==> src/rtl/swarq_pkg.sv <==
// ============================================================================
// swarq_pkg
// Shared types and codes of the windowed retransmission sender.
// Holds event and command codes, link states and the beat formats that
// travel between the front end, the event queue and the command engine.
// ============================================================================
package swarq_pkg;

   // Field widths fixed by the protocol.
   localparam int SEQ_W        = 24;
   localparam int OP_W         = 3;
   localparam int CMD_W        = 3;
   localparam int LINK_W       = 2;
   // Slot fields in the event beat cover every supported window size.
   localparam int SLOT_FIELD_W = 5;

   // The modulo unit takes three sequence bits per cycle.
   localparam int MOD_BITS  = 3;
   localparam int MOD_STEPS = SEQ_W / MOD_BITS;
   localparam int STEP_W    = 3;

   localparam logic [SEQ_W-1:0] SEQ_ALL_ONES = {SEQ_W{1'b1}};

   // Event codes.
   localparam logic [OP_W-1:0] OP_START    = 3'd0;
   localparam logic [OP_W-1:0] OP_GRANT    = 3'd1;
   localparam logic [OP_W-1:0] OP_ACK      = 3'd2;
   localparam logic [OP_W-1:0] OP_BUSY     = 3'd3;
   localparam logic [OP_W-1:0] OP_COMPLETE = 3'd4;
   localparam logic [OP_W-1:0] OP_TICK     = 3'd5;

   // Command codes.
   localparam logic [CMD_W-1:0] CMD_REQUEST = 3'd0;
   localparam logic [CMD_W-1:0] CMD_LOAD    = 3'd1;
   localparam logic [CMD_W-1:0] CMD_DATA    = 3'd2;
   localparam logic [CMD_W-1:0] CMD_EOF     = 3'd3;
   localparam logic [CMD_W-1:0] CMD_DONE    = 3'd4;

   // Link states.
   localparam logic [LINK_W-1:0] LINK_REQUESTING = 2'd0;
   localparam logic [LINK_W-1:0] LINK_CONNECTED  = 2'd1;
   localparam logic [LINK_W-1:0] LINK_BUSY       = 2'd2;

   // One classified event, as queued between front end and engine.
   typedef struct packed {
      logic [OP_W-1:0]         op;
      logic [SEQ_W-1:0]        ack_sequence;
      logic                    in_order;
      logic [SEQ_W-1:0]        received_sequence;
      logic [SEQ_W-1:0]        ack_next;
      logic [SLOT_FIELD_W-1:0] ack_next_slot;
      logic [SLOT_FIELD_W-1:0] received_slot;
   } event_type;

   // One command beat on the result side.
   typedef struct packed {
      logic [CMD_W-1:0] command;
      logic [SEQ_W-1:0] sequence_res;
      logic             last;
   } rsp_item_type;

endpackage

==> src/rtl/swarq_fifo.sv <==
// ============================================================================
// swarq_fifo
// Small synchronous queue with registered storage.
// The head entry is shown on rd_data while empty is low.
// ============================================================================
module swarq_fifo #(
   parameter int WIDTH = 8,
   parameter int DEPTH = 2
) (
   input  logic             clock,
   input  logic             reset,
   input  logic             push,
   input  logic [WIDTH-1:0] wr_data,
   output logic             full,
   input  logic             pop,
   output logic [WIDTH-1:0] rd_data,
   output logic             empty
);

   localparam int PTR_W = (DEPTH > 1) ? $clog2(DEPTH) : 1;
   localparam int CNT_W = $clog2(DEPTH + 1);

   logic [WIDTH-1:0] mem_ff [DEPTH];
   logic [PTR_W-1:0] wr_ptr_ff, wr_ptr_in;
   logic [PTR_W-1:0] rd_ptr_ff, rd_ptr_in;
   logic [CNT_W-1:0] count_ff, count_in;
   logic             do_push;
   logic             do_pop;

   assign full    = (count_ff == CNT_W'(DEPTH));
   assign empty   = (count_ff == '0);
   assign do_push = push && !full;
   assign do_pop  = pop && !empty;
   assign rd_data = mem_ff[rd_ptr_ff];

   // Pointer and fill count update.
   always_comb begin
      wr_ptr_in = wr_ptr_ff;
      rd_ptr_in = rd_ptr_ff;
      count_in  = count_ff;
      if (do_push) begin
         wr_ptr_in = (wr_ptr_ff == PTR_W'(DEPTH - 1)) ? '0 : wr_ptr_ff + 1'b1;
      end
      if (do_pop) begin
         rd_ptr_in = (rd_ptr_ff == PTR_W'(DEPTH - 1)) ? '0 : rd_ptr_ff + 1'b1;
      end
      if (do_push && !do_pop) begin
         count_in = count_ff + 1'b1;
      end else if (do_pop && !do_push) begin
         count_in = count_ff - 1'b1;
      end
   end

   always_ff @(posedge clock) begin
      if (reset) begin
         wr_ptr_ff <= '0;
         rd_ptr_ff <= '0;
         count_ff  <= '0;
      end else begin
         wr_ptr_ff <= wr_ptr_in;
         rd_ptr_ff <= rd_ptr_in;
         count_ff  <= count_in;
      end
   end

   // Storage write.
   always_ff @(posedge clock) begin
      if (do_push) begin
         mem_ff[wr_ptr_ff] <= wr_data;
      end
   end

endmodule

==> src/rtl/swarq_front.sv <==
// ============================================================================
// swarq_front
// Event front end of the sender.
// Takes one event beat, drops unknown codes, reduces the sequences of an ack
// to window slots with a serial modulo unit and queues the result.
// ============================================================================
module swarq_front #(
   parameter int WINDOW_SLOTS = 16
) (
   input  logic                                    clock,
   input  logic                                    reset,
   input  logic                                    req_push,
   output logic                                    req_full,
   input  logic [swarq_pkg::OP_W-1:0]              req_op,
   input  logic [swarq_pkg::SEQ_W-1:0]             req_ack_sequence,
   input  logic                                    req_in_order,
   input  logic [swarq_pkg::SEQ_W-1:0]             req_received_sequence,
   output logic                                    ev_push,
   output swarq_pkg::event_type                    ev_data,
   input  logic                                    ev_full
);

   localparam int SLOT_W = (WINDOW_SLOTS > 1) ? $clog2(WINDOW_SLOTS) : 1;

   localparam logic [1:0] F_IDLE = 2'd0;
   localparam logic [1:0] F_MOD  = 2'd1;
   localparam logic [1:0] F_PUSH = 2'd2;

   logic [1:0]                       fstate_ff, fstate_in;
   logic [swarq_pkg::STEP_W-1:0]     step_ff, step_in;
   logic [swarq_pkg::OP_W-1:0]       op_ff;
   logic [swarq_pkg::SEQ_W-1:0]      ack_seq_ff;
   logic                             in_order_ff;
   logic [swarq_pkg::SEQ_W-1:0]      rcv_seq_ff;
   logic [swarq_pkg::SEQ_W-1:0]      sh_ack_ff, sh_ack_in;
   logic [swarq_pkg::SEQ_W-1:0]      sh_rcv_ff, sh_rcv_in;
   logic [SLOT_W-1:0]                rem_ack_ff, rem_ack_in;
   logic [SLOT_W-1:0]                rem_rcv_ff, rem_rcv_in;
   logic                             accept;
   logic                             known_op;
   logic [SLOT_W-1:0]                ack_next_slot;

   // Remainder update for MOD_BITS bits, most significant bit first.
   function automatic logic [SLOT_W-1:0] mod_step(
      input logic [SLOT_W-1:0]              rem,
      input logic [swarq_pkg::MOD_BITS-1:0] bits
   );
      logic [SLOT_W:0] acc;
      acc = {1'b0, rem};
      for (int b = swarq_pkg::MOD_BITS - 1; b >= 0; b--) begin
         acc = {acc[SLOT_W-1:0], bits[b]};
         if (acc >= (SLOT_W + 1)'(WINDOW_SLOTS)) begin
            acc = acc - (SLOT_W + 1)'(WINDOW_SLOTS);
         end
      end
      return acc[SLOT_W-1:0];
   endfunction

   assign req_full = (fstate_ff != F_IDLE);
   assign accept   = req_push && !req_full;
   assign ev_push  = (fstate_ff == F_PUSH) && !ev_full;

   // Events outside the known codes are dropped at the door.
   always_comb begin
      case (req_op)
         swarq_pkg::OP_START,
         swarq_pkg::OP_GRANT,
         swarq_pkg::OP_ACK,
         swarq_pkg::OP_BUSY,
         swarq_pkg::OP_COMPLETE,
         swarq_pkg::OP_TICK: known_op = 1'b1;
         default:            known_op = 1'b0;
      endcase
   end

   // Sequencing of the modulo unit.
   always_comb begin
      fstate_in  = fstate_ff;
      step_in    = step_ff;
      sh_ack_in  = sh_ack_ff;
      sh_rcv_in  = sh_rcv_ff;
      rem_ack_in = rem_ack_ff;
      rem_rcv_in = rem_rcv_ff;
      case (fstate_ff)
         F_IDLE: begin
            if (accept && known_op) begin
               sh_ack_in  = req_ack_sequence;
               sh_rcv_in  = req_received_sequence;
               rem_ack_in = '0;
               rem_rcv_in = '0;
               step_in    = '0;
               fstate_in  = (req_op == swarq_pkg::OP_ACK) ? F_MOD : F_PUSH;
            end
         end
         F_MOD: begin
            rem_ack_in = mod_step(rem_ack_ff,
                                  sh_ack_ff[swarq_pkg::SEQ_W-1 -: swarq_pkg::MOD_BITS]);
            rem_rcv_in = mod_step(rem_rcv_ff,
                                  sh_rcv_ff[swarq_pkg::SEQ_W-1 -: swarq_pkg::MOD_BITS]);
            sh_ack_in  = sh_ack_ff << swarq_pkg::MOD_BITS;
            sh_rcv_in  = sh_rcv_ff << swarq_pkg::MOD_BITS;
            step_in    = step_ff + 1'b1;
            if (step_ff == swarq_pkg::STEP_W'(swarq_pkg::MOD_STEPS - 1)) begin
               fstate_in = F_PUSH;
            end
         end
         F_PUSH: begin
            if (!ev_full) begin
               fstate_in = F_IDLE;
            end
         end
         default: begin
            fstate_in = F_IDLE;
         end
      endcase
   end

   always_ff @(posedge clock) begin
      if (reset) begin
         fstate_ff <= F_IDLE;
         step_ff   <= '0;
      end else begin
         fstate_ff <= fstate_in;
         step_ff   <= step_in;
      end
   end

   // Datapath registers carry no reset.
   always_ff @(posedge clock) begin
      if (accept) begin
         op_ff       <= req_op;
         ack_seq_ff  <= req_ack_sequence;
         in_order_ff <= req_in_order;
         rcv_seq_ff  <= req_received_sequence;
      end
      sh_ack_ff  <= sh_ack_in;
      sh_rcv_ff  <= sh_rcv_in;
      rem_ack_ff <= rem_ack_in;
      rem_rcv_ff <= rem_rcv_in;
   end

   // Slot of the sequence after the ack; the sequence space wraps to slot zero.
   always_comb begin
      if (ack_seq_ff == swarq_pkg::SEQ_ALL_ONES) begin
         ack_next_slot = '0;
      end else if (rem_ack_ff == SLOT_W'(WINDOW_SLOTS - 1)) begin
         ack_next_slot = '0;
      end else begin
         ack_next_slot = rem_ack_ff + 1'b1;
      end
   end

   // Outgoing event beat.
   always_comb begin
      ev_data                   = '0;
      ev_data.op                = op_ff;
      ev_data.ack_sequence      = ack_seq_ff;
      ev_data.in_order          = in_order_ff;
      ev_data.received_sequence = rcv_seq_ff;
      ev_data.ack_next          = ack_seq_ff + 1'b1;
      ev_data.ack_next_slot     = swarq_pkg::SLOT_FIELD_W'(ack_next_slot);
      ev_data.received_slot     = swarq_pkg::SLOT_FIELD_W'(rem_rcv_ff);
   end

endmodule

==> src/rtl/swarq_back.sv <==
// ============================================================================
// swarq_back
// Command engine of the sender.
// Executes one queued event at a time: updates the link and window state,
// loads and sends slots, at most one command per cycle while not stalled, and marks the burst end.
// ============================================================================
module swarq_back #(
   parameter int WINDOW_SLOTS = 16
) (
   input  logic                                clock,
   input  logic                                reset,
   input  logic                                csr_write,
   input  logic [swarq_pkg::SEQ_W-1:0]         csr_last_sequence,
   input  logic                                ev_empty,
   output logic                                ev_pop,
   input  swarq_pkg::event_type                ev_data,
   output logic                                out_push,
   output swarq_pkg::rsp_item_type             out_data,
   input  logic                                out_full
);

   localparam int SLOT_W = (WINDOW_SLOTS > 1) ? $clog2(WINDOW_SLOTS) : 1;
   localparam int CNT_W  = $clog2(WINDOW_SLOTS + 1);
   localparam int SEQ_W  = swarq_pkg::SEQ_W;

   localparam logic [2:0] P_IDLE = 3'd0;
   localparam logic [2:0] P_LOAD = 3'd1;
   localparam logic [2:0] P_SPAN = 3'd2;
   localparam logic [2:0] P_SEND = 3'd3;
   localparam logic [2:0] P_EOF  = 3'd4;
   localparam logic [2:0] P_FIN  = 3'd5;

   logic [2:0]                         phase_ff, phase_in;
   logic [swarq_pkg::LINK_W-1:0]       link_ff, link_in;
   logic signed [SEQ_W:0]              acked_ff, acked_in;
   logic [SLOT_W-1:0]                  acked_slot_ff, acked_slot_in;
   logic [SEQ_W-1:0]                   next_load_ff, next_load_in;
   logic [SLOT_W-1:0]                  load_slot_ff, load_slot_in;
   logic [SEQ_W-1:0]                   send_cursor_ff, send_cursor_in;
   logic [SLOT_W-1:0]                  cursor_slot_ff, cursor_slot_in;
   logic                               eof_reached_ff, eof_reached_in;
   logic [SEQ_W-1:0]                   eof_seq_ff, eof_seq_in;
   logic [SEQ_W-1:0]                   eof_next_ff, eof_next_in;
   logic [SEQ_W-1:0]                   last_seq_ff;
   logic [CNT_W-1:0]                   ld_cnt_ff, ld_cnt_in;
   logic [CNT_W-1:0]                   snd_cnt_ff, snd_cnt_in;
   logic                               finish_ff, finish_in;
   logic                               span_eof_ff, span_eof_in;
   logic                               hold_valid_ff, hold_valid_in;
   logic [swarq_pkg::CMD_W-1:0]        hold_cmd_ff, hold_cmd_in;
   logic [SEQ_W-1:0]                   hold_seq_ff, hold_seq_in;
   logic                               slot_rcv_ff [WINDOW_SLOTS];

   logic                               stall;
   logic                               new_valid;
   logic [swarq_pkg::CMD_W-1:0]        new_cmd;
   logic [SEQ_W-1:0]                   new_seq;
   logic                               slot_set_en;
   logic [SLOT_W-1:0]                  slot_set_idx;
   logic                               slot_clr_en;
   logic                               rseq_ge;
   logic                               acked_lt;
   logic [SEQ_W+1:0]                   ld_diff;
   logic [CNT_W-1:0]                   ld_sat;
   logic [SEQ_W-1:0]                   span_to;
   logic [SEQ_W-1:0]                   span_diff;
   logic [SEQ_W-1:0]                   load_prev;

   // The engine freezes while a held command cannot leave.
   assign stall = hold_valid_ff && out_full;

   // Selective ack comparisons against the signed in-order mark.
   assign rseq_ge  = $signed({1'b0, ev_data.received_sequence}) >= acked_ff;
   assign acked_lt = acked_ff < $signed({1'b0, ev_data.ack_sequence});
   assign ld_diff  = {2'b00, ev_data.ack_sequence} - {acked_ff[SEQ_W], acked_ff};
   assign ld_sat   = (ld_diff > (SEQ_W + 2)'(WINDOW_SLOTS)) ? CNT_W'(WINDOW_SLOTS)
                                                           : ld_diff[CNT_W-1:0];

   // Span of the send stage, saturated to the window.
   assign span_to   = span_eof_ff ? eof_next_ff : next_load_ff;
   assign span_diff = span_to - send_cursor_ff;
   assign load_prev = next_load_ff - 1'b1;

   // Event execution.
   always_comb begin
      phase_in       = phase_ff;
      link_in        = link_ff;
      acked_in       = acked_ff;
      acked_slot_in  = acked_slot_ff;
      next_load_in   = next_load_ff;
      load_slot_in   = load_slot_ff;
      send_cursor_in = send_cursor_ff;
      cursor_slot_in = cursor_slot_ff;
      eof_reached_in = eof_reached_ff;
      eof_seq_in     = eof_seq_ff;
      eof_next_in    = eof_next_ff;
      ld_cnt_in      = ld_cnt_ff;
      snd_cnt_in     = snd_cnt_ff;
      finish_in      = finish_ff;
      span_eof_in    = span_eof_ff;
      new_valid      = 1'b0;
      new_cmd        = swarq_pkg::CMD_REQUEST;
      new_seq        = '0;
      slot_set_en    = 1'b0;
      slot_set_idx   = ev_data.received_slot[SLOT_W-1:0];
      slot_clr_en    = 1'b0;
      ev_pop         = 1'b0;
      if (!stall) begin
         case (phase_ff)
            P_IDLE: begin
               if (!ev_empty) begin
                  ev_pop   = 1'b1;
                  phase_in = P_FIN;
                  case (ev_data.op)
                     swarq_pkg::OP_START: begin
                        new_valid = 1'b1;
                        new_cmd   = swarq_pkg::CMD_REQUEST;
                        new_seq   = swarq_pkg::SEQ_ALL_ONES;
                        link_in   = swarq_pkg::LINK_REQUESTING;
                     end
                     swarq_pkg::OP_GRANT: begin
                        // Restart the transfer from sequence zero.
                        link_in        = swarq_pkg::LINK_CONNECTED;
                        acked_in       = '1;
                        acked_slot_in  = '0;
                        next_load_in   = '0;
                        load_slot_in   = '0;
                        eof_reached_in = 1'b0;
                        send_cursor_in = '0;
                        cursor_slot_in = '0;
                        ld_cnt_in      = CNT_W'(WINDOW_SLOTS);
                        finish_in      = 1'b1;
                        span_eof_in    = 1'b0;
                        phase_in       = P_LOAD;
                     end
                     swarq_pkg::OP_ACK: begin
                        if (eof_reached_ff && (eof_seq_ff == ev_data.ack_sequence)) begin
                           new_valid = 1'b1;
                           new_cmd   = swarq_pkg::CMD_EOF;
                           new_seq   = eof_seq_ff;
                        end else if (ev_data.in_order) begin
                           if (link_ff == swarq_pkg::LINK_CONNECTED) begin
                              acked_in       = {1'b0, ev_data.ack_sequence};
                              acked_slot_in  = ev_data.ack_next_slot[SLOT_W-1:0];
                              send_cursor_in = ev_data.ack_next;
                              cursor_slot_in = ev_data.ack_next_slot[SLOT_W-1:0];
                              finish_in      = 1'b0;
                              span_eof_in    = eof_reached_ff;
                              if (next_load_ff == ev_data.ack_next) begin
                                 if (!eof_reached_ff) begin
                                    // Window drained: refill and send.
                                    ld_cnt_in = CNT_W'(WINDOW_SLOTS);
                                    finish_in = 1'b1;
                                    phase_in  = P_LOAD;
                                 end else begin
                                    new_valid = 1'b1;
                                    new_cmd   = swarq_pkg::CMD_EOF;
                                    new_seq   = eof_seq_ff;
                                 end
                              end else begin
                                 phase_in = P_SPAN;
                              end
                           end
                        end else if (rseq_ge) begin
                           // Selective ack marks its slot and may advance.
                           slot_set_en = 1'b1;
                           if (acked_lt) begin
                              acked_in      = {1'b0, ev_data.ack_sequence};
                              acked_slot_in = ev_data.ack_next_slot[SLOT_W-1:0];
                              if (!eof_reached_ff) begin
                                 ld_cnt_in   = ld_sat;
                                 finish_in   = 1'b1;
                                 span_eof_in = 1'b0;
                                 phase_in    = P_LOAD;
                              end
                           end
                        end
                     end
                     swarq_pkg::OP_BUSY: begin
                        link_in = swarq_pkg::LINK_BUSY;
                     end
                     swarq_pkg::OP_COMPLETE: begin
                        if (link_ff == swarq_pkg::LINK_CONNECTED) begin
                           new_valid = 1'b1;
                           new_cmd   = swarq_pkg::CMD_DONE;
                           new_seq   = eof_seq_ff;
                        end
                     end
                     swarq_pkg::OP_TICK: begin
                        if (link_ff == swarq_pkg::LINK_REQUESTING) begin
                           new_valid = 1'b1;
                           new_cmd   = swarq_pkg::CMD_REQUEST;
                           new_seq   = swarq_pkg::SEQ_ALL_ONES;
                        end else if (link_ff == swarq_pkg::LINK_CONNECTED) begin
                           if (eof_reached_ff &&
                               (acked_ff == $signed({1'b0, eof_seq_ff}))) begin
                              new_valid = 1'b1;
                              new_cmd   = swarq_pkg::CMD_EOF;
                              new_seq   = eof_seq_ff;
                           end else begin
                              // Resend everything past the in-order mark.
                              send_cursor_in = acked_ff[SEQ_W-1:0] + 1'b1;
                              cursor_slot_in = acked_slot_ff;
                              finish_in      = 1'b0;
                              span_eof_in    = eof_reached_ff;
                              phase_in       = P_SPAN;
                           end
                        end
                     end
                     default: begin
                        phase_in = P_FIN;
                     end
                  endcase
               end
            end
            P_LOAD: begin
               if ((ld_cnt_ff == '0) || eof_reached_ff) begin
                  phase_in = P_SPAN;
               end else begin
                  new_valid   = 1'b1;
                  new_cmd     = swarq_pkg::CMD_LOAD;
                  new_seq     = next_load_ff;
                  slot_clr_en = 1'b1;
                  if (next_load_ff == last_seq_ff) begin
                     eof_reached_in = 1'b1;
                  end
                  next_load_in = next_load_ff + 1'b1;
                  if ((next_load_ff == swarq_pkg::SEQ_ALL_ONES) ||
                      (load_slot_ff == SLOT_W'(WINDOW_SLOTS - 1))) begin
                     load_slot_in = '0;
                  end else begin
                     load_slot_in = load_slot_ff + 1'b1;
                  end
                  ld_cnt_in = ld_cnt_ff - 1'b1;
               end
            end
            P_SPAN: begin
               if (span_diff[SEQ_W-1]) begin
                  snd_cnt_in = '0;
               end else if (span_diff > SEQ_W'(WINDOW_SLOTS)) begin
                  snd_cnt_in = CNT_W'(WINDOW_SLOTS);
               end else begin
                  snd_cnt_in = span_diff[CNT_W-1:0];
               end
               phase_in = P_SEND;
            end
            P_SEND: begin
               if (snd_cnt_ff == '0) begin
                  phase_in = finish_ff ? P_EOF : P_FIN;
               end else begin
                  // Slots already held by the receiver are skipped.
                  if (!slot_rcv_ff[cursor_slot_ff]) begin
                     new_valid = 1'b1;
                     new_cmd   = swarq_pkg::CMD_DATA;
                     new_seq   = send_cursor_ff;
                  end
                  send_cursor_in = send_cursor_ff + 1'b1;
                  if ((send_cursor_ff == swarq_pkg::SEQ_ALL_ONES) ||
                      (cursor_slot_ff == SLOT_W'(WINDOW_SLOTS - 1))) begin
                     cursor_slot_in = '0;
                  end else begin
                     cursor_slot_in = cursor_slot_ff + 1'b1;
                  end
                  snd_cnt_in = snd_cnt_ff - 1'b1;
               end
            end
            P_EOF: begin
               if (eof_reached_ff) begin
                  eof_seq_in  = load_prev;
                  eof_next_in = next_load_ff;
                  new_valid   = 1'b1;
                  new_cmd     = swarq_pkg::CMD_EOF;
                  new_seq     = load_prev;
               end
               phase_in = P_FIN;
            end
            P_FIN: begin
               phase_in = P_IDLE;
            end
            default: begin
               phase_in = P_IDLE;
            end
         endcase
      end
   end

   // One-command look-ahead so the final beat of a burst carries last.
   always_comb begin
      hold_valid_in = hold_valid_ff;
      hold_cmd_in   = hold_cmd_ff;
      hold_seq_in   = hold_seq_ff;
      if (!stall) begin
         if (new_valid) begin
            hold_valid_in = 1'b1;
            hold_cmd_in   = new_cmd;
            hold_seq_in   = new_seq;
         end else if (phase_ff == P_FIN) begin
            hold_valid_in = 1'b0;
         end
      end
   end

   assign out_push              = !stall && hold_valid_ff && (new_valid || (phase_ff == P_FIN));
   assign out_data.command      = hold_cmd_ff;
   assign out_data.sequence_res = hold_seq_ff;
   assign out_data.last         = (phase_ff == P_FIN);

   // Control and window state.
   always_ff @(posedge clock) begin
      if (reset) begin
         phase_ff       <= P_IDLE;
         link_ff        <= swarq_pkg::LINK_REQUESTING;
         acked_ff       <= '1;
         acked_slot_ff  <= '0;
         next_load_ff   <= '0;
         load_slot_ff   <= '0;
         send_cursor_ff <= '0;
         cursor_slot_ff <= '0;
         eof_reached_ff <= 1'b0;
         eof_seq_ff     <= '0;
         eof_next_ff    <= SEQ_W'(1);
         ld_cnt_ff      <= '0;
         snd_cnt_ff     <= '0;
         finish_ff      <= 1'b0;
         span_eof_ff    <= 1'b0;
         hold_valid_ff  <= 1'b0;
         last_seq_ff    <= '0;
      end else begin
         phase_ff       <= phase_in;
         link_ff        <= link_in;
         acked_ff       <= acked_in;
         acked_slot_ff  <= acked_slot_in;
         next_load_ff   <= next_load_in;
         load_slot_ff   <= load_slot_in;
         send_cursor_ff <= send_cursor_in;
         cursor_slot_ff <= cursor_slot_in;
         eof_reached_ff <= eof_reached_in;
         eof_seq_ff     <= eof_seq_in;
         eof_next_ff    <= eof_next_in;
         ld_cnt_ff      <= ld_cnt_in;
         snd_cnt_ff     <= snd_cnt_in;
         finish_ff      <= finish_in;
         span_eof_ff    <= span_eof_in;
         hold_valid_ff  <= hold_valid_in;
         if (csr_write) begin
            last_seq_ff <= csr_last_sequence;
         end
      end
   end

   // Held command payload.
   always_ff @(posedge clock) begin
      hold_cmd_ff <= hold_cmd_in;
      hold_seq_ff <= hold_seq_in;
   end

   // Received marks: set by a selective ack, cleared when a slot is loaded.
   always_ff @(posedge clock) begin
      if (reset) begin
         for (int i = 0; i < WINDOW_SLOTS; i++) begin
            slot_rcv_ff[i] <= 1'b0;
         end
      end else begin
         if (slot_set_en) begin
            slot_rcv_ff[slot_set_idx] <= 1'b1;
         end
         if (slot_clr_en) begin
            slot_rcv_ff[load_slot_ff] <= 1'b0;
         end
      end
   end

   // An idle engine has no command left over from the previous burst.
   a_idle_no_hold: assert property (@(posedge clock) disable iff (reset)
      (phase_ff == P_IDLE) |-> !hold_valid_ff)
      else $error("command held while the engine is idle");

   // A beat is never offered to a full result queue.
   a_push_not_full: assert property (@(posedge clock) disable iff (reset)
      out_push |-> !out_full)
      else $error("result beat pushed into a full queue");

   // Each send step advances the cursor by one.
   a_cursor_step: assert property (@(posedge clock) disable iff (reset)
      (phase_ff == P_SEND && !stall && snd_cnt_ff != '0) |=>
         (send_cursor_ff == $past(send_cursor_ff) + 24'd1))
      else $error("send cursor did not advance");

   // Slot indexes stay inside the window.
   a_slot_range: assert property (@(posedge clock) disable iff (reset)
      ({1'b0, cursor_slot_ff} < (SLOT_W + 1)'(WINDOW_SLOTS)) &&
      ({1'b0, load_slot_ff} < (SLOT_W + 1)'(WINDOW_SLOTS)) &&
      ({1'b0, acked_slot_ff} < (SLOT_W + 1)'(WINDOW_SLOTS)))
      else $error("slot index outside the window");

endmodule

==> src/rtl/sliding_window_arq_sender_unit.sv <==
// ============================================================================
// sliding_window_arq_sender_unit
// Sender side of a windowed selective-repeat retransmission protocol.
// A front end classifies events and reduces ack sequences to window slots;
// a command engine executes them and emits bursts of transfer commands.
//
// Channel  Direction  Handshake         Beat
// req_     in         push / full       one event: op, sequences, in-order flag
// rsp_     out        pop / empty       one command: code, sequence, last
// csr_     in         write             final sequence of the transfer
//
// An ack passes through the slot modulo unit in the front end; other events
// go straight to the event queue. The engine works on one event at a time,
// at most one command per cycle while the result queue has room.
// Reset is synchronous and empties both queues; the window marks clear at once.
// A full result queue stalls the engine; the front end keeps working until
// the two-entry event queue fills.
// ============================================================================
module sliding_window_arq_sender_unit #(
   parameter int WINDOW_SLOTS = 16
) (
   input  logic                              clock,
   input  logic                              reset,
   // Event input.
   input  logic                              req_push,
   output logic                              req_full,
   input  logic [swarq_pkg::OP_W-1:0]        req_op,
   input  logic [swarq_pkg::SEQ_W-1:0]       req_ack_sequence,
   input  logic                              req_in_order,
   input  logic [swarq_pkg::SEQ_W-1:0]       req_received_sequence,
   // Command output.
   output logic                              rsp_empty,
   input  logic                              rsp_pop,
   output logic [swarq_pkg::CMD_W-1:0]       rsp_command,
   output logic [swarq_pkg::SEQ_W-1:0]       rsp_sequence_res,
   output logic                              rsp_last,
   // Configuration.
   input  logic                              csr_write,
   input  logic [swarq_pkg::SEQ_W-1:0]       csr_last_sequence
);

   localparam int EV_W  = $bits(swarq_pkg::event_type);
   localparam int RSP_W = $bits(swarq_pkg::rsp_item_type);

   swarq_pkg::event_type    fe_data;
   logic                    fe_push;
   logic                    evq_full;
   logic [EV_W-1:0]         evq_rd;
   logic                    evq_empty;
   logic                    ev_pop;
   swarq_pkg::event_type    ev_data;
   logic                    out_push;
   swarq_pkg::rsp_item_type out_data;
   logic                    out_full;
   logic [RSP_W-1:0]        rspq_rd;
   swarq_pkg::rsp_item_type rsp_item;

   // Event classification and slot reduction.
   swarq_front #(
      .WINDOW_SLOTS (WINDOW_SLOTS)
   ) u_front (
      .clock                 (clock),
      .reset                 (reset),
      .req_push              (req_push),
      .req_full              (req_full),
      .req_op                (req_op),
      .req_ack_sequence      (req_ack_sequence),
      .req_in_order          (req_in_order),
      .req_received_sequence (req_received_sequence),
      .ev_push               (fe_push),
      .ev_data               (fe_data),
      .ev_full               (evq_full)
   );

   // Queue between front end and engine.
   swarq_fifo #(
      .WIDTH (EV_W),
      .DEPTH (2)
   ) u_event_queue (
      .clock   (clock),
      .reset   (reset),
      .push    (fe_push),
      .wr_data (fe_data),
      .full    (evq_full),
      .pop     (ev_pop),
      .rd_data (evq_rd),
      .empty   (evq_empty)
   );

   assign ev_data = swarq_pkg::event_type'(evq_rd);

   // Command engine.
   swarq_back #(
      .WINDOW_SLOTS (WINDOW_SLOTS)
   ) u_back (
      .clock             (clock),
      .reset             (reset),
      .csr_write         (csr_write),
      .csr_last_sequence (csr_last_sequence),
      .ev_empty          (evq_empty),
      .ev_pop            (ev_pop),
      .ev_data           (ev_data),
      .out_push          (out_push),
      .out_data          (out_data),
      .out_full          (out_full)
   );

   // Result queue decouples the engine from the consumer.
   swarq_fifo #(
      .WIDTH (RSP_W),
      .DEPTH (2)
   ) u_result_queue (
      .clock   (clock),
      .reset   (reset),
      .push    (out_push),
      .wr_data (out_data),
      .full    (out_full),
      .pop     (rsp_pop),
      .rd_data (rspq_rd),
      .empty   (rsp_empty)
   );

   assign rsp_item         = swarq_pkg::rsp_item_type'(rspq_rd);
   assign rsp_command      = rsp_item.command;
   assign rsp_sequence_res = rsp_item.sequence_res;
   assign rsp_last         = rsp_item.last;

endmodule
==> config.mk <==
export PLATFORM = sky130hd
export DESIGN_NAME = sliding_window_arq_sender_unit
export DESIGN_NICKNAME = d
export VERILOG_FILES = /design/src/rtl/swarq_pkg.sv /design/src/rtl/swarq_fifo.sv /design/src/rtl/swarq_front.sv /design/src/rtl/swarq_back.sv /design/src/rtl/sliding_window_arq_sender_unit.sv
export SDC_FILE = /design/constraint.sdc
export NUM_CORES = 1
export LEC_CHECK = 0
export BUFFER_PORTS_ARGS = -buffer_cell sky130_fd_sc_hd__buf_4
export CAP_MARGIN = 20
export CORE_MARGIN = 3
export CORE_UTILIZATION = 51
export CTS_BUF_LIST = sky130_fd_sc_hd__clkbuf_8
export DETAILED_ROUTE_END_ITERATION = 8
export PLACE_DENSITY = 0.79
export SLEW_MARGIN = 20
export SYNTH_ARGS = -nofsm -noshare
export SYNTH_HDL_FRONTEND = slang
export SYNTH_HIERARCHICAL = 1
export SYNTH_SLANG_ARGS = --single-unit
==> constraint.sdc <==
create_clock -name clock -period 6.7 [get_ports clock]
set_input_delay 0.335 -clock clock [delete_from_list [all_inputs] [get_ports clock]]
set_output_delay 0.335 -clock clock [all_outputs]
set_load 0.01 [all_outputs]
## After elaboration in Yosys (flattened, before gate mapping)

Memories as Yosys holds them, arrays and structs flattened. A register that Yosys moved wholly into a read port is not among the register bits.
Cells that the tools add are included.

- RAM bits: 240
- Bits in latches: 0
- Register bits after elaboration: 324
- Logic and storage cells: 429
- Memory bits (read-only): 0
- Memories kept: 3

- Add/subtract/negate cells: 27
- Shifts and indexed selects: 0
- Reduce and logical (&&, ||, !) cells: 67
- Bitwise operators: 2
- Multipliers: 0
- Muxes and demuxes: 223
- Magnitude comparators: 10
- Divide/modulo/power cells: 0
- Eq/ne operators: 62

Memory list:

| memory | words | bits a word | rd ports | clocked after memory_dff | wr ports | RTL line | text |
|---|---|---|---|---|---|---|---|
| u_event_queue.mem_ff | 2 | 84 | 1 | 1 | 1 | swarq_fifo.sv:23 | `logic [WIDTH-1:0] mem_ff [DEPTH];` |
| u_result_queue.mem_ff | 2 | 28 | 1 | 1 | 1 | swarq_fifo.sv:23 |  |
| u_back.slot_rcv_ff | 16 | 1 | 1 | 1 | 16 | swarq_back.sv:52 | `logic slot_rcv_ff [WINDOW_SLOTS];` |

Operator list:

| operator | number |
|---|---|
| 24-bit 2-to-1 mux | 28 |
| 24-bit one-hot mux with 2 select lines | 4 |
| 24-bit one-hot mux with 4 select lines | 2 |
| 4-bit 2-to-1 mux | 34 |
| 25-bit 2-to-1 mux | 5 |
| 24-bit by 1-bit adder with 24-bit output (second input constant) | 4 |
| 1-bit 2-to-1 mux | 79 |
| 24-bit equality test | 3 |
| 24-bit equality test (second input constant) | 3 |
| 24-bit one-hot mux with 3 select lines | 1 |
| 5-bit 2-to-1 mux | 14 |
| 3-bit 2-to-1 mux | 23 |
| 25-bit one-hot mux with 2 select lines | 1 |
| 4-bit one-hot mux with 2 select lines | 5 |
| 5-bit greater-or-equal comparator (second input constant) | 6 |
| 5-bit one-hot mux with 2 select lines | 3 |
| 26-bit by 5-bit > comparator with 1-bit output (second input constant) | 1 |
| 25-bit by 25-bit subtractor with 26-bit output | 1 |
| 25-bit equality test | 1 |
| 25-bit greater-or-equal comparator | 1 |
| 25-bit < comparator | 1 |
| 24-bit by 5-bit > comparator with 1-bit output (second input constant) | 1 |
| 24-bit by 1-bit subtractor with 24-bit output (second input constant) | 1 |
| 24-bit subtractor | 1 |
| 48 further kinds | 168 |

## Longest topological paths before layout

- Depth in word-level cells: 16
- Mapped depth: 19

## Modules after synthesis

The synthesis kept the hierarchy.

By module, submodules not included:

| module | times used | area an instance (um2) | cells an instance |
|---|---|---|---|
| swarq_back | 1 | 16153.0 | 2043 |
| swarq_fifo at u_event_queue | 1 | 6582.6 | 293 |
| swarq_front | 1 | 4678.2 | 280 |
| swarq_fifo at u_result_queue | 1 | 2234.6 | 112 |

## Least setup slack after synthesis

Ideal clock, no wire load.

- Path kind: reg-to-reg
- From: reg (tool-made name)
- To: reg u_back/hold_cmd_ff[0] (netlist bit) (enable)
- Stages on the path, launching flop included: 15
- Data arrival time: 3750 ps
- Buffers on the path: 4
- Setup slack: 2530 ps
- Data required time: 6280 ps
- Cells stage by stage: dfxtp_1 clkbuf_2 buf_6 buf_6 mux2_4 xnor2_1 nand4_1 nor4_1 nand3_1 nor2_1 nand2_1 a21oi_1 o21bai_1 clkbuf_1 a21oi_1

RTL lines:

| what | RTL line | text |
|---|---|---|
| end signal, assigned | swarq_back.sv:353 | `hold_cmd_ff <= hold_cmd_in;` |
| end, declared | swarq_back.sv:50 | `logic [swarq_pkg::CMD_W-1:0] hold_cmd_ff, hold_cmd_in;` |

==> run summary <==
nets = 3055
Worst-path clk slew = 60 ps
Antenna Violating Nets Remaining = 0
CTS tree = yes
# diodes = 0
Tmin final = 5020 ps
routed wirelength normalized by instance count = 23.2 microns
clk_skew = 55.3 ps
final std cells w/o fill = 3713
FF-to-FF path depth = 13
layout cells sized above 1 = 17.3%
Remaining DRCs = 0
Ports = 111
fin util = 59.1%
setup violators final = 0
CTS Sinks = 570
RSZ-0062 raised after global routing = no
CP Capture Type = register
DR iter-0 viols = 2715
die area = 60700 sq um
leak pwr = 12.5 nW
HP Class = in2reg
Buffers on Ports = 110
CTS root buffer = clkbuf_8
largest net degree at the start of global routing = 75
worst endpoint required time = 7010 ps
Synth Cell Area = 29500 sq um
maximum clock path buffer count = 3
Synthesized Nets = 2888
drt first pass iters = 6
most frequent cells in the layout = 375 x edfxtp_1, 261 x nor2_1, 201 x nand2_1
Die Wd = 246 microns
syn avg cell area = 10.8 sq um
vias in the first global route = 22163
Routed Wire Length = 86300 microns
Syn. warnings = 6
routed vias = 22737
post-CTS resize count = 0
f_max = 199 MHz
row cnt = 87
worst slew pin tran = 1160 ps
initial antenna violation count = 0
TritonCTS Buffers = 92
most common cell after layout, fill and taps aside = edfxtp_1
Max Cap Viol = 0
# fillers = 4492
HPWL after detailed placement = 61600 microns
Power, Total = 9.59 mW
TNS Setup = 0 ps
status = completed
startpoint types = register
Initial Util = 51.9%
Max FO, Critical Path = 53
GRT Resource Usage Total = 28.2%
Hold Path Depth = 4
VDD IR max = 0.194 mV
final hold vios = 0
Final Hold Slack = 109 ps
Core ar. = 56800 sq um
routability cong. = 0.990
first-pass GRT wire length = 131000 microns
dpl cells = 3471
slew margin rel. = 22.7%
DR vias/cell = 6.12
Mapped Cells = 2719
Die H = 246 microns
part of the cycle the worst path needs = 74.9%
clk_lat worst skew = 730 ps
Area growth syn-to-layout = 13.8%
pwr/cell area = 286 nW/um^2
GRT overflow = 0
CP Class = reg2reg
Slew Limit Fails = 0
CTS H-tree lvls = 3
Crit path arrival time = 5320 ps
metal layers:
layer	up-vias	wire [microns]	GRT usage (%)
met4	0	3200	10.4
met1	11061	35400	37.4
met5	-	0	0
met3	206	7240	5.59
met2	1120	40500	45.8
li1	10350	-	-
path summary, 6_finish.rpt:
path / startpoint / to / slack, ps
worst max-delay path: register / u_result_queue/mem_ff[0][15] / 1680
worst min-delay path: rsp_pop / u_result_queue/rd_ptr_ff / 110
worst max register to register: register / u_result_queue/mem_ff[0][15] / 1680
worst min register to register: u_front/op_ff[1] / u_event_queue/mem_ff[1][84] / 440
sequential cells by signal, summed over array words and instances, names as in the netlist, 5 cells and up, named ones only:
name and count:
u_back/send_cursor_ff 24, u_event_queue/mem_ff 168, u_back/hold_seq_ff 24, u_back/next_load_ff 24, u_back/acked_ff 25, u_back/ld_cnt_ff 5
u_front/rcv_seq_ff 24, u_front/sh_rcv_ff 24, u_back/slot_rcv_ff 16, u_back/eof_seq_ff 24, u_back/snd_cnt_ff 5, u_back/eof_next_ff 24
u_result_queue/mem_ff 56, u_front/sh_ack_ff 24, u_front/ack_seq_ff 24, u_back/last_seq_ff 24
metrics by stage:
stage / worst slack (ps) / area, sq um
finish: 1680 / 33600
global route: 1420 / 33600
CTS: 1510 / 33600
detailed placement: 1600 / 30900
global placement: 1740 / 30900
floorplan: 2530 / 29500
report_power, final:
group | internal (mW) | switching (mW)
clock | 1.63 | 1.43
combinational | 0.885 | 1.32
sequential | 4.08 | 0.258
final cells by class:
type                    instances  area (sq um)  share of cell area [%]
inverters                      97           365                    1.09
multi-input cells            1897         13300                    39.6
flip-flops and latches        570         15200                    45.2
clock buffers                  97          1340                    3.98
well taps                     756           946                    2.82
clock inverters                68           518                    1.54
repair buffers                228          1920                    5.73
what timing repair did:
action	CTS	global route
setup buffers	0	0
endpoints found under the hold margin	125	0
hold buffers	77	0
critical path: stages, from the launching register on:
cell and delay [ps]:
dfxtp_4 920, mux2_2 440, xor2_1 150, nor4_1 470, nand3_1 380, nor2_1 230, nand2_1 70, a21oi_1 210
o21bai_1 100, buf_4 230, a311oi_1 290, inv_1 110, or3_1 390, clkinv_1 530
Power figures use the tool's default switching activity.
